===== src/design/banked_register_allocator_defines.svh =====
// Assertion macros used by the register allocator RTL.
`ifndef BANKED_REGISTER_ALLOCATOR_DEFINES_SVH
`define BANKED_REGISTER_ALLOCATOR_DEFINES_SVH

`ifndef SYNTHESIS

`define BRA_ASSERT_IMP(label, clk, rst_n, ante, cons) \
    label: assert property (@(posedge clk) disable iff (!rst_n) (ante) |-> (cons)) \
        else $error("assertion failed");

`define BRA_ASSERT_NXT(label, clk, rst_n, ante, cons) \
    label: assert property (@(posedge clk) disable iff (!rst_n) (ante) |=> (cons)) \
        else $error("assertion failed");

`else

`define BRA_ASSERT_IMP(label, clk, rst_n, ante, cons)

`define BRA_ASSERT_NXT(label, clk, rst_n, ante, cons)

`endif

`endif


===== src/design/bra_pkg.sv =====
`default_nettype none

package bra_pkg;

    localparam int REGS_PER_CLASS_DEF = 16;
    localparam int RESERVED_FLOOR_DEF = 4;
    localparam int NUM_CLASSES        = 3;
    localparam int CLASS_W            = 2;
    localparam int FLAT_W             = 6;
    localparam int LOCAL_W            = 4;
    localparam int WIDE_W             = 8;

    localparam logic [CLASS_W-1:0] CLS_UNSIGNED = 2'd0;
    localparam logic [CLASS_W-1:0] CLS_SIGNED   = 2'd1;
    localparam logic [CLASS_W-1:0] CLS_FLOAT    = 2'd2;
    localparam logic [CLASS_W-1:0] CLS_INVALID  = 2'd3;

    typedef enum logic [1:0] {
        ACT_ALLOC      = 2'd0,
        ACT_FREE       = 2'd1,
        ACT_CLEAR_TAKE = 2'd2,
        ACT_DECODE     = 2'd3
    } action_t;

    typedef enum logic [2:0] {
        ST_OK        = 3'd0,
        ST_FULL      = 3'd1,
        ST_NOT_USED  = 3'd2,
        ST_RANGE     = 3'd3,
        ST_BAD_CLASS = 3'd4
    } status_t;

    typedef struct packed {
        action_t             action;
        logic [CLASS_W-1:0]  register_class;
        logic [FLAT_W-1:0]   flat_number;
    } request_t;

    typedef struct packed {
        logic [FLAT_W-1:0]   given_number;
        logic [CLASS_W-1:0]  found_class;
        logic [LOCAL_W-1:0]  local_index;
        status_t             status;
    } result_t;

endpackage

`default_nettype wire


===== src/design/bra_ram.sv =====
`default_nettype none

module bra_ram #(
    parameter int WIDTH = 16,
    parameter int DEPTH = 3
) (
    input  wire logic                     clk,
    input  wire logic                     wr_en,
    input  wire logic [$clog2(DEPTH)-1:0] wr_addr,
    input  wire logic [WIDTH-1:0]         wr_data,
    input  wire logic                     rd_en,
    input  wire logic [$clog2(DEPTH)-1:0] rd_addr,
    output logic      [WIDTH-1:0]         rd_data
);

    logic [WIDTH-1:0] mem [DEPTH];

    always_ff @(posedge clk)
    begin
        if (wr_en)
        begin
            mem[wr_addr] <= wr_data;
        end
        if (rd_en)
        begin
            rd_data <= mem[rd_addr];
        end
    end

endmodule

`default_nettype wire


===== src/design/bra_exec.sv =====
`default_nettype none

module bra_exec #(
    parameter int REGS_PER_CLASS = bra_pkg::REGS_PER_CLASS_DEF,
    parameter int RESERVED_FLOOR = bra_pkg::RESERVED_FLOOR_DEF,
    parameter int IDX_W          = $clog2(REGS_PER_CLASS)
) (
    input  wire bra_pkg::action_t                    action,
    input  wire logic [bra_pkg::CLASS_W-1:0]         register_class,
    input  wire logic                                dec_ok,
    input  wire logic [bra_pkg::CLASS_W-1:0]         dec_cls,
    input  wire logic [IDX_W-1:0]                    dec_idx,
    input  wire logic [REGS_PER_CLASS-1:0]           map_word,
    output logic                                     wr_en,
    output logic      [REGS_PER_CLASS-1:0]           wr_data,
    output bra_pkg::result_t                         result
);

    localparam int WW = bra_pkg::WIDE_W;

    logic [REGS_PER_CLASS-1:0] search_map;
    logic [IDX_W-1:0]          free_idx;
    logic                      free_found;
    logic [bra_pkg::CLASS_W-1:0] alloc_cls;
    logic [WW-1:0]             alloc_flat;
    logic [WW-1:0]             free_idx_wide;
    logic [WW-1:0]             dec_idx_wide;

    always_comb
    begin
        search_map = (action == bra_pkg::ACT_CLEAR_TAKE) ? '0 : map_word;
        free_idx   = '0;
        free_found = 1'b0;
        for (int i = 0; i < REGS_PER_CLASS; i++)
        begin
            if (i > RESERVED_FLOOR && !search_map[i])
            begin
                free_idx   = IDX_W'(i);
                free_found = 1'b1;
            end
        end
    end

    assign alloc_cls     = (action == bra_pkg::ACT_CLEAR_TAKE) ? bra_pkg::CLS_UNSIGNED
                                                               : register_class;
    assign free_idx_wide = WW'(free_idx);
    assign dec_idx_wide  = WW'(dec_idx);
    assign alloc_flat    = WW'(WW'(alloc_cls) * WW'(REGS_PER_CLASS)) + free_idx_wide;

    always_comb
    begin
        wr_en   = 1'b0;
        wr_data = search_map;
        result  = '{given_number: '0, found_class: '0, local_index: '0,
                    status: bra_pkg::ST_OK};
        unique case (action)
            bra_pkg::ACT_ALLOC, bra_pkg::ACT_CLEAR_TAKE:
            begin
                wr_en = (action == bra_pkg::ACT_CLEAR_TAKE);
                if (action == bra_pkg::ACT_ALLOC && register_class == bra_pkg::CLS_INVALID)
                begin
                    result.status = bra_pkg::ST_BAD_CLASS;
                end
                else if (!free_found)
                begin
                    result.status = bra_pkg::ST_FULL;
                end
                else
                begin
                    wr_en                = 1'b1;
                    wr_data              = search_map | (REGS_PER_CLASS'(1) << free_idx);
                    result.given_number  = alloc_flat[bra_pkg::FLAT_W-1:0];
                    result.found_class   = alloc_cls;
                    result.local_index   = free_idx_wide[bra_pkg::LOCAL_W-1:0];
                end
            end
            bra_pkg::ACT_FREE:
            begin
                if (!dec_ok)
                begin
                    result.status = bra_pkg::ST_RANGE;
                end
                else
                begin
                    result.found_class = dec_cls;
                    result.local_index = dec_idx_wide[bra_pkg::LOCAL_W-1:0];
                    if (map_word[dec_idx])
                    begin
                        wr_en   = 1'b1;
                        wr_data = map_word & ~(REGS_PER_CLASS'(1) << dec_idx);
                    end
                    else
                    begin
                        result.status = bra_pkg::ST_NOT_USED;
                    end
                end
            end
            bra_pkg::ACT_DECODE:
            begin
                if (!dec_ok)
                begin
                    result.status = bra_pkg::ST_RANGE;
                end
                else
                begin
                    result.found_class = dec_cls;
                    result.local_index = dec_idx_wide[bra_pkg::LOCAL_W-1:0];
                end
            end
            default:
            begin
                result.status = bra_pkg::ST_OK;
            end
        endcase
    end

endmodule

`default_nettype wire


===== src/design/banked_register_allocator.sv =====
// Register allocator with one in-use bitmap per register class.
// A request carries an action, a class and a flat register number; each
// request produces exactly one result with the allocated number, the decoded
// class and index, and a status code.
// Both channels use valid/ready. The block takes a request whenever it is
// idle, even while an earlier result still waits in the output register.
// The bitmap memory is read at the accepting edge; the priority search and
// write-back follow in the execute state, which a stalled output can hold.
// The block takes no new request until the read-modify-write of the bitmap
// memory is done.
// If the receiver stalls, the finished result is held in the output register
// and a following request waits in its execute cycle until the slot frees.
// Reset clears all valid bits, so every register of every class reads as
// free without a memory clearing pass. Clear-and-take also empties all
// classes at once through those valid bits.

`default_nettype none

`include "banked_register_allocator_defines.svh"

module banked_register_allocator #(
    parameter int REGS_PER_CLASS = bra_pkg::REGS_PER_CLASS_DEF,
    parameter int RESERVED_FLOOR = bra_pkg::RESERVED_FLOOR_DEF
) (
    input  wire logic              clk,
    input  wire logic              rst_n,
    input  wire logic              request_valid,
    output logic                   request_ready,
    input  wire bra_pkg::request_t request,
    output logic                   result_valid,
    input  wire logic              result_ready,
    output bra_pkg::result_t       result
);

    localparam int IDX_W = $clog2(REGS_PER_CLASS);
    localparam int AW    = $clog2(bra_pkg::NUM_CLASSES);
    localparam int WW    = bra_pkg::WIDE_W;
    localparam logic [WW-1:0] BASE1 = WW'(REGS_PER_CLASS);
    localparam logic [WW-1:0] BASE2 = WW'(2 * REGS_PER_CLASS);
    localparam logic [WW-1:0] LIMIT = WW'(3 * REGS_PER_CLASS);

    typedef enum logic [1:0] {
        S_IDLE = 2'b01,
        S_EXEC = 2'b10
    } state_t;

    state_t                         state_reg, state_next;
    logic [bra_pkg::NUM_CLASSES-1:0] valid_reg, valid_next;
    bra_pkg::request_t              req_reg;
    logic                           dec_ok_reg;
    logic [bra_pkg::CLASS_W-1:0]    dec_cls_reg;
    logic [IDX_W-1:0]               dec_idx_reg;
    logic [AW-1:0]                  addr_reg;
    logic                           out_valid_reg;
    bra_pkg::result_t               out_reg;

    logic                           accept;
    logic                           slot_free;
    logic                           fire;
    logic [WW-1:0]                  flat_wide;
    logic [WW-1:0]                  base;
    logic [WW-1:0]                  idx_wide;
    logic                           dec_ok;
    logic [bra_pkg::CLASS_W-1:0]    dec_cls;
    logic [AW-1:0]                  rd_addr;
    logic [REGS_PER_CLASS-1:0]      rd_data;
    logic [REGS_PER_CLASS-1:0]      map_word;
    logic                           wr_en;
    logic [REGS_PER_CLASS-1:0]      wr_data;
    bra_pkg::result_t               exec_result;

    assign request_ready = (state_reg == S_IDLE);
    assign accept        = request_valid && request_ready;
    assign slot_free     = !out_valid_reg || result_ready;
    assign fire          = (state_reg == S_EXEC) && slot_free;
    assign result_valid  = out_valid_reg;
    assign result        = out_reg;

    always_comb
    begin
        flat_wide = WW'(request.flat_number);
        dec_ok    = (flat_wide < LIMIT);
        if (flat_wide >= BASE2)
        begin
            dec_cls = bra_pkg::CLS_FLOAT;
            base    = BASE2;
        end
        else if (flat_wide >= BASE1)
        begin
            dec_cls = bra_pkg::CLS_SIGNED;
            base    = BASE1;
        end
        else
        begin
            dec_cls = bra_pkg::CLS_UNSIGNED;
            base    = '0;
        end
        idx_wide = flat_wide - base;
        unique case (request.action)
            bra_pkg::ACT_ALLOC:
            begin
                rd_addr = (request.register_class == bra_pkg::CLS_INVALID)
                        ? AW'(bra_pkg::CLS_UNSIGNED) : AW'(request.register_class);
            end
            bra_pkg::ACT_FREE, bra_pkg::ACT_DECODE:
            begin
                rd_addr = AW'(dec_cls);
            end
            bra_pkg::ACT_CLEAR_TAKE:
            begin
                rd_addr = AW'(bra_pkg::CLS_UNSIGNED);
            end
            default:
            begin
                rd_addr = '0;
            end
        endcase
    end

    bra_ram #(
        .WIDTH (REGS_PER_CLASS),
        .DEPTH (bra_pkg::NUM_CLASSES)
    ) u_map_ram (
        .clk     (clk),
        .wr_en   (fire && wr_en),
        .wr_addr (addr_reg),
        .wr_data (wr_data),
        .rd_en   (accept),
        .rd_addr (rd_addr),
        .rd_data (rd_data)
    );

    assign map_word = valid_reg[addr_reg] ? rd_data : '0;

    bra_exec #(
        .REGS_PER_CLASS (REGS_PER_CLASS),
        .RESERVED_FLOOR (RESERVED_FLOOR),
        .IDX_W          (IDX_W)
    ) u_exec (
        .action         (req_reg.action),
        .register_class (req_reg.register_class),
        .dec_ok         (dec_ok_reg),
        .dec_cls        (dec_cls_reg),
        .dec_idx        (dec_idx_reg),
        .map_word       (map_word),
        .wr_en          (wr_en),
        .wr_data        (wr_data),
        .result         (exec_result)
    );

    always_comb
    begin
        state_next = state_reg;
        valid_next = valid_reg;
        unique case (state_reg)
            S_IDLE:
            begin
                if (accept)
                begin
                    state_next = S_EXEC;
                end
            end
            S_EXEC:
            begin
                if (fire)
                begin
                    state_next = S_IDLE;
                    if (req_reg.action == bra_pkg::ACT_CLEAR_TAKE)
                    begin
                        valid_next = '0;
                    end
                    if (wr_en)
                    begin
                        valid_next[addr_reg] = 1'b1;
                    end
                end
            end
            default:
            begin
                state_next = S_IDLE;
            end
        endcase
    end

    always_ff @(posedge clk or negedge rst_n)
    begin
        if (!rst_n)
        begin
            state_reg     <= S_IDLE;
            valid_reg     <= '0;
            out_valid_reg <= 1'b0;
        end
        else
        begin
            state_reg <= state_next;
            valid_reg <= valid_next;
            if (fire)
            begin
                out_valid_reg <= 1'b1;
            end
            else if (result_ready)
            begin
                out_valid_reg <= 1'b0;
            end
        end
    end

    always_ff @(posedge clk)
    begin
        if (accept)
        begin
            req_reg     <= request;
            dec_ok_reg  <= dec_ok;
            dec_cls_reg <= dec_cls;
            dec_idx_reg <= idx_wide[IDX_W-1:0];
            addr_reg    <= rd_addr;
        end
        if (fire)
        begin
            out_reg <= exec_result;
        end
    end

    `BRA_ASSERT_NXT(a_accept_to_exec, clk, rst_n, accept, state_reg == S_EXEC)
    `BRA_ASSERT_NXT(a_fire_to_result, clk, rst_n, fire, out_valid_reg)
    `BRA_ASSERT_NXT(a_stall_holds_exec, clk, rst_n,
        (state_reg == S_EXEC) && !slot_free, state_reg == S_EXEC)
    `BRA_ASSERT_NXT(a_alloc_marks_valid, clk, rst_n,
        fire && wr_en && (req_reg.action == bra_pkg::ACT_ALLOC), valid_reg[addr_reg])

endmodule

`default_nettype wire

===== config.mk =====
export PLATFORM = sky130hd
export DESIGN_NAME = banked_register_allocator
export DESIGN_NICKNAME = d
export VERILOG_FILES = /design/src/design/bra_pkg.sv /design/src/design/bra_ram.sv /design/src/design/bra_exec.sv /design/src/design/banked_register_allocator.sv
export VERILOG_INCLUDE_DIRS = /design/src /design/src/design
export SDC_FILE = /design/constraint.sdc
export NUM_CORES = 1
export LEC_CHECK = 0
export BUFFER_PORTS_ARGS = -buffer_cell sky130_fd_sc_hd__buf_4
export CAP_MARGIN = 20
export CORE_MARGIN = 2
export CORE_UTILIZATION = 56
export CTS_CLUSTER_DIAMETER = 80
export DETAILED_ROUTE_END_ITERATION = 8
export PLACE_DENSITY = 0.73
export SLEW_MARGIN = 20
export SYNTH_ARGS = -nofsm -noshare
export SYNTH_HDL_FRONTEND = slang
export SYNTH_HIERARCHICAL = 1
export SYNTH_SLANG_ARGS = --single-unit

===== constraint.sdc =====
create_clock -name clk -period 6.8 [get_ports clk]
set_clock_uncertainty 0.1 [all_clocks]
set_input_delay 0.34 -clock clk [delete_from_list [all_inputs] [get_ports clk]]
set_output_delay 0.34 -clock clk [all_outputs]
set_load 0.01 [all_outputs]

==> out/results.txt <==
Of the available clock period, the critical path in the final layout requires 54.1%. The first routing iteration left 302 violations. From synthesis to final layout, the design area changed by 11.4%.

For this design the ratio of total power to cell area is 260 nW/µm². The post-synthesis async set-or-reset flop share was 6.12%. The post-route antenna net violation count is 0.

For the number of CTS-inserted buffers, the log shows 9. The critical setup path kind was register to register. Final RePlAce weighted congestion: 0.956. For the pin with the worst max-slew slack, the measured transition is 1.10 ns. For this run the aggregate overflow at the end of global routing stands at 0.

The final number of hold-violating endpoints was 0. STA puts the critical path data required time at 6.76 ns. TritonCTS built the clock tree.

The total of flip-flops plus latches after synthesis works out to 98. The routed layout has 2669 vias. The floorplan step defined a die boundary enclosing 8710 µm². In this run the post-CTS setup repair buffer count came out at 0.

Measured in cells, the most critical reg-to-reg path has a length of 10. The largest stage delay on the critical path was 0.55 ns. The cell chosen for the clock root was sky130_fd_sc_hd__clkbuf_8.

After global routing, the most crowded layer is met2. The register with the most flip-flops in the layout has 48 of them. Once the floorplan was initialized, standard cells occupied 57.8% of the core.

The synthesized design spends more area on one cell type than any other, namely sky130_fd_sc_hd__edfxtp_1. The number of levels the H-tree was split into is 3. Excluding fillers, the count of instances in the completed layout stands at 461. After clock tree synthesis, the clock-pin slew on the worst setup and hold paths is 0.09 ns. Total of buffers placed on input and output ports: 30. The run gives 3.12 ns as the worst setup slack for register-to-register paths. The floorplan step set the die width to 93.3 µm.

The run gives 31 as the boundary pin count. The count of flip-flops with a built-in enable after synthesis was 92; the wire length after detailed routing was 7740 µm. The repair_antennas step left the layout with diodes totalling 0. After detailed routing, the number of remaining DRC violations is 0. Entering global routing, the biggest net connects 34 pins.

Final setup TNS: 0 ns. The routed via count divided by cell count came out at 5.79. STA puts the critical path data arrival time at 3.63 ns. For this run, the detailed router's first-pass iteration total came to 4. Area of the mapped netlist: 4470 µm².

The flow ran to the end, and the final reports show no timing, DRC or antenna violations. The most used flip-flop cell after synthesis is sky130_fd_sc_hd__edfxtp_1. STA classifies the critical path endpoint as a register. The number of different library cells used by synthesis comes to 54.

Instance count along the most critical hold path: 1. After detailed routing, the average wire length per cell comes to 16.8 µm. A synthesized cell averages 13.9 µm². The tools report the final max-slew violation count as 0. In this run the worst path has a maximum fanout of 16. The initial antenna violation count was 0.

For this run, global-route usage on met1 was measured as 27.3%. The clock insertion delay at the later pin of the skew report was 0.36 ns; the number of clock sinks was 98. Headroom to the max-slew limit came out at 26.6%. Measured along the y axis, the die boundary spans 93.3 µm. Counting every net in the synthesized netlist gives 336. In this run the critical register-to-register path is captured at u_map_ram/mem[0][6].

In this run the most critical hold path is launched from request[3]. The leakage power summed over all cells is 1.76 nW, and the maximum clock path buffer count is 2. Ranked by flip-flop count, first place goes to u_map_ram/mem. The via count of the first global-routing pass came out at 2388. In this run the biggest area consumer among cell types represents 61.8% of the synthesized area. For this run, the total global-route usage over all layers was measured as 19.6%.

For the finished layout, the period the worst path requires is 3.68 ns. The run gives 5460 µm as the sum of net half-perimeters after detailed placement. Setup repair after global routing left no endpoint under its margin.

The core region is 7730 µm². Wire length of the first global-routing pass: 12500 µm. The worst-case vdd ir drop was 0.000203 V. The met2 global-route usage is 30.5%, and the fraction of met3 tracks used by global routing is 3.63%. The placement row count came out at 32. Cell total after placement: 443. In the final layout, the share of cells above drive strength 1 is 22.6%. The worst hold path terminates at dec_idx_reg[3].

The master of the slowest instance on the critical path was sky130_fd_sc_hd__nor3b_2. The critical path goes through mux2i_1 -> o21ai_2 -> and2_2 -> mux4_2 -> nand2_1 -> a211o_1 -> nand4_1 -> and3_1 -> nor3b_2 -> buf_4. For the sequential area share after synthesis, the log shows 65.2%. For this run, the number of Yosys warnings is 6. For this run, the post-layout net count is 368.

STA classifies the critical path startpoint as a register. Derived from the worst setup path, the maximum achievable clock frequency is 272 MHz. For the post-synthesis instance total, the log shows 322. Number of max-cap violations: 0.

The startpoint of the most critical register-to-register path is addr_reg[0]. The worst hold path belongs to the class input pin to register. Setup violations remaining at the end of the flow were counted as 0.

Ranked by total cell area, the synthesized netlist is headed by sky130_fd_sc_hd__edfxtp_1 62%, sky130_fd_sc_hd__mux2i_1 4.0%, sky130_fd_sc_hd__nand2_1 3.3%.
cell usage after synthesis, types with 4 or more instances:
cell and instances:
sky130_fd_sc_hd__nand2_1 39, sky130_fd_sc_hd__nor3b_1 4, sky130_fd_sc_hd__and2_2 15, sky130_fd_sc_hd__nor2_1 11
sky130_fd_sc_hd__o21ai_0 12, sky130_fd_sc_hd__nand3_1 4, sky130_fd_sc_hd__dfrtp_1 5, sky130_fd_sc_hd__a32o_1 12
sky130_fd_sc_hd__a31oi_1 5, sky130_fd_sc_hd__nand2b_1 5, sky130_fd_sc_hd__buf_6 5, sky130_fd_sc_hd__a21o_1 4
sky130_fd_sc_hd__and2_1 5, sky130_fd_sc_hd__mux2i_1 18, sky130_fd_sc_hd__inv_1 13, sky130_fd_sc_hd__a21oi_1 7
sky130_fd_sc_hd__o21ai_1 10, sky130_fd_sc_hd__nor2b_1 4, sky130_fd_sc_hd__edfxtp_1 92, sky130_fd_sc_hd__nor3_1 4
cells in the final DEF, fill, tap and decap left out, drive strengths merged, types with 6 or more instances in the layout:
cell type,n
buf,35
a21oi,7
mux2i,18
inv,14
and2,20
clkbuf,10
o21ai,23
edfxtp,92
a32o,12
nor2,11
nand2b,6
nand2,39
stage by stage:
step / setup slack [ns] / hold slack, ns / power [W] / cell area, µm² / utilization (%)
after floorplan: 2.95 / -0.0556 / 0.000865 / 4470 / -
after global placement: 3.27 / 0.0538 / 0.000906 / 4740 / 61.4
after detailed placement: 3.11 / 0.0531 / 0.000912 / 4740 / 61.4
after CTS: 3.09 / 0.0452 / 0.00130 / 4970 / 64.3
after global routing: 2.84 / 0.0336 / 0.00135 / 4980 / 64.4
final: 3.12 / 0.0581 / 0.00129 / 4980 / 64.4
report_power, final:
part / total, W / switching, W / internal (W)
combinational: 0.000174 / 0.000102 / 0.0000720
clock: 0.000394 / 0.000186 / 0.000208
sequential: 0.000725 / 0.0000202 / 0.000705
cells by family after synthesis:
logic type	share of synthesized area, %
AND/OR/NAND/NOR	14.9
flip-flops	65.2
AO/OA/AOI/OAI	9.77
buffers and inverters	3.84
multiplexers	6.30
worst max-delay path, delay by kind of cell (launching register included):
kind | cells | cell delay [ns]
flip-flops | 1 | 0.50
buffers and inverters | 1 | 0.32
AND/OR/NAND/NOR | 5 | 1.26
AO/OA/AOI/OAI | 2 | 0.73
multiplexers | 2 | 0.46
final cells by class:
cell class | count | area, µm²
fill | 576 | 2750
clock inverter | 6 | 88.8
clock buffer | 10 | 128
tap | 102 | 128
multi-input combinational | 196 | 1400
inverter | 13 | 48.8
sequential | 98 | 2910
timing repair buffer | 36 | 273
timing repair:
action / in CTS / in global routing
hold buffers: 1 / 0
hold endpoints to repair: 6 / 0
gates resized for setup: 0 / 0
per-layer routing:
layer  vias up  share of wire (%)
li1       1287                  -
met1      1286                 43
met2        87                 49
met3         9                5.9
met4         0                1.7
met5         -                  0
worst max-delay path by stage:
stage                            from                   to  slack [ns]  cells after the start
after detailed placement  addr_reg[0]  u_map_ram/mem[0][9]        3.11                     10
final                     addr_reg[0]  u_map_ram/mem[0][6]        3.12                     10
after CTS                 addr_reg[0]  u_map_ram/mem[0][8]        3.09                     10
after floorplan           addr_reg[0]  u_map_ram/mem[0][0]        2.95                     11
after global placement    addr_reg[0]  u_map_ram/mem[0][8]        3.27                     10
after global routing      addr_reg[0]  u_map_ram/mem[0][6]        2.84                     10
Note: power is estimated with default switching activity, not from simulation.
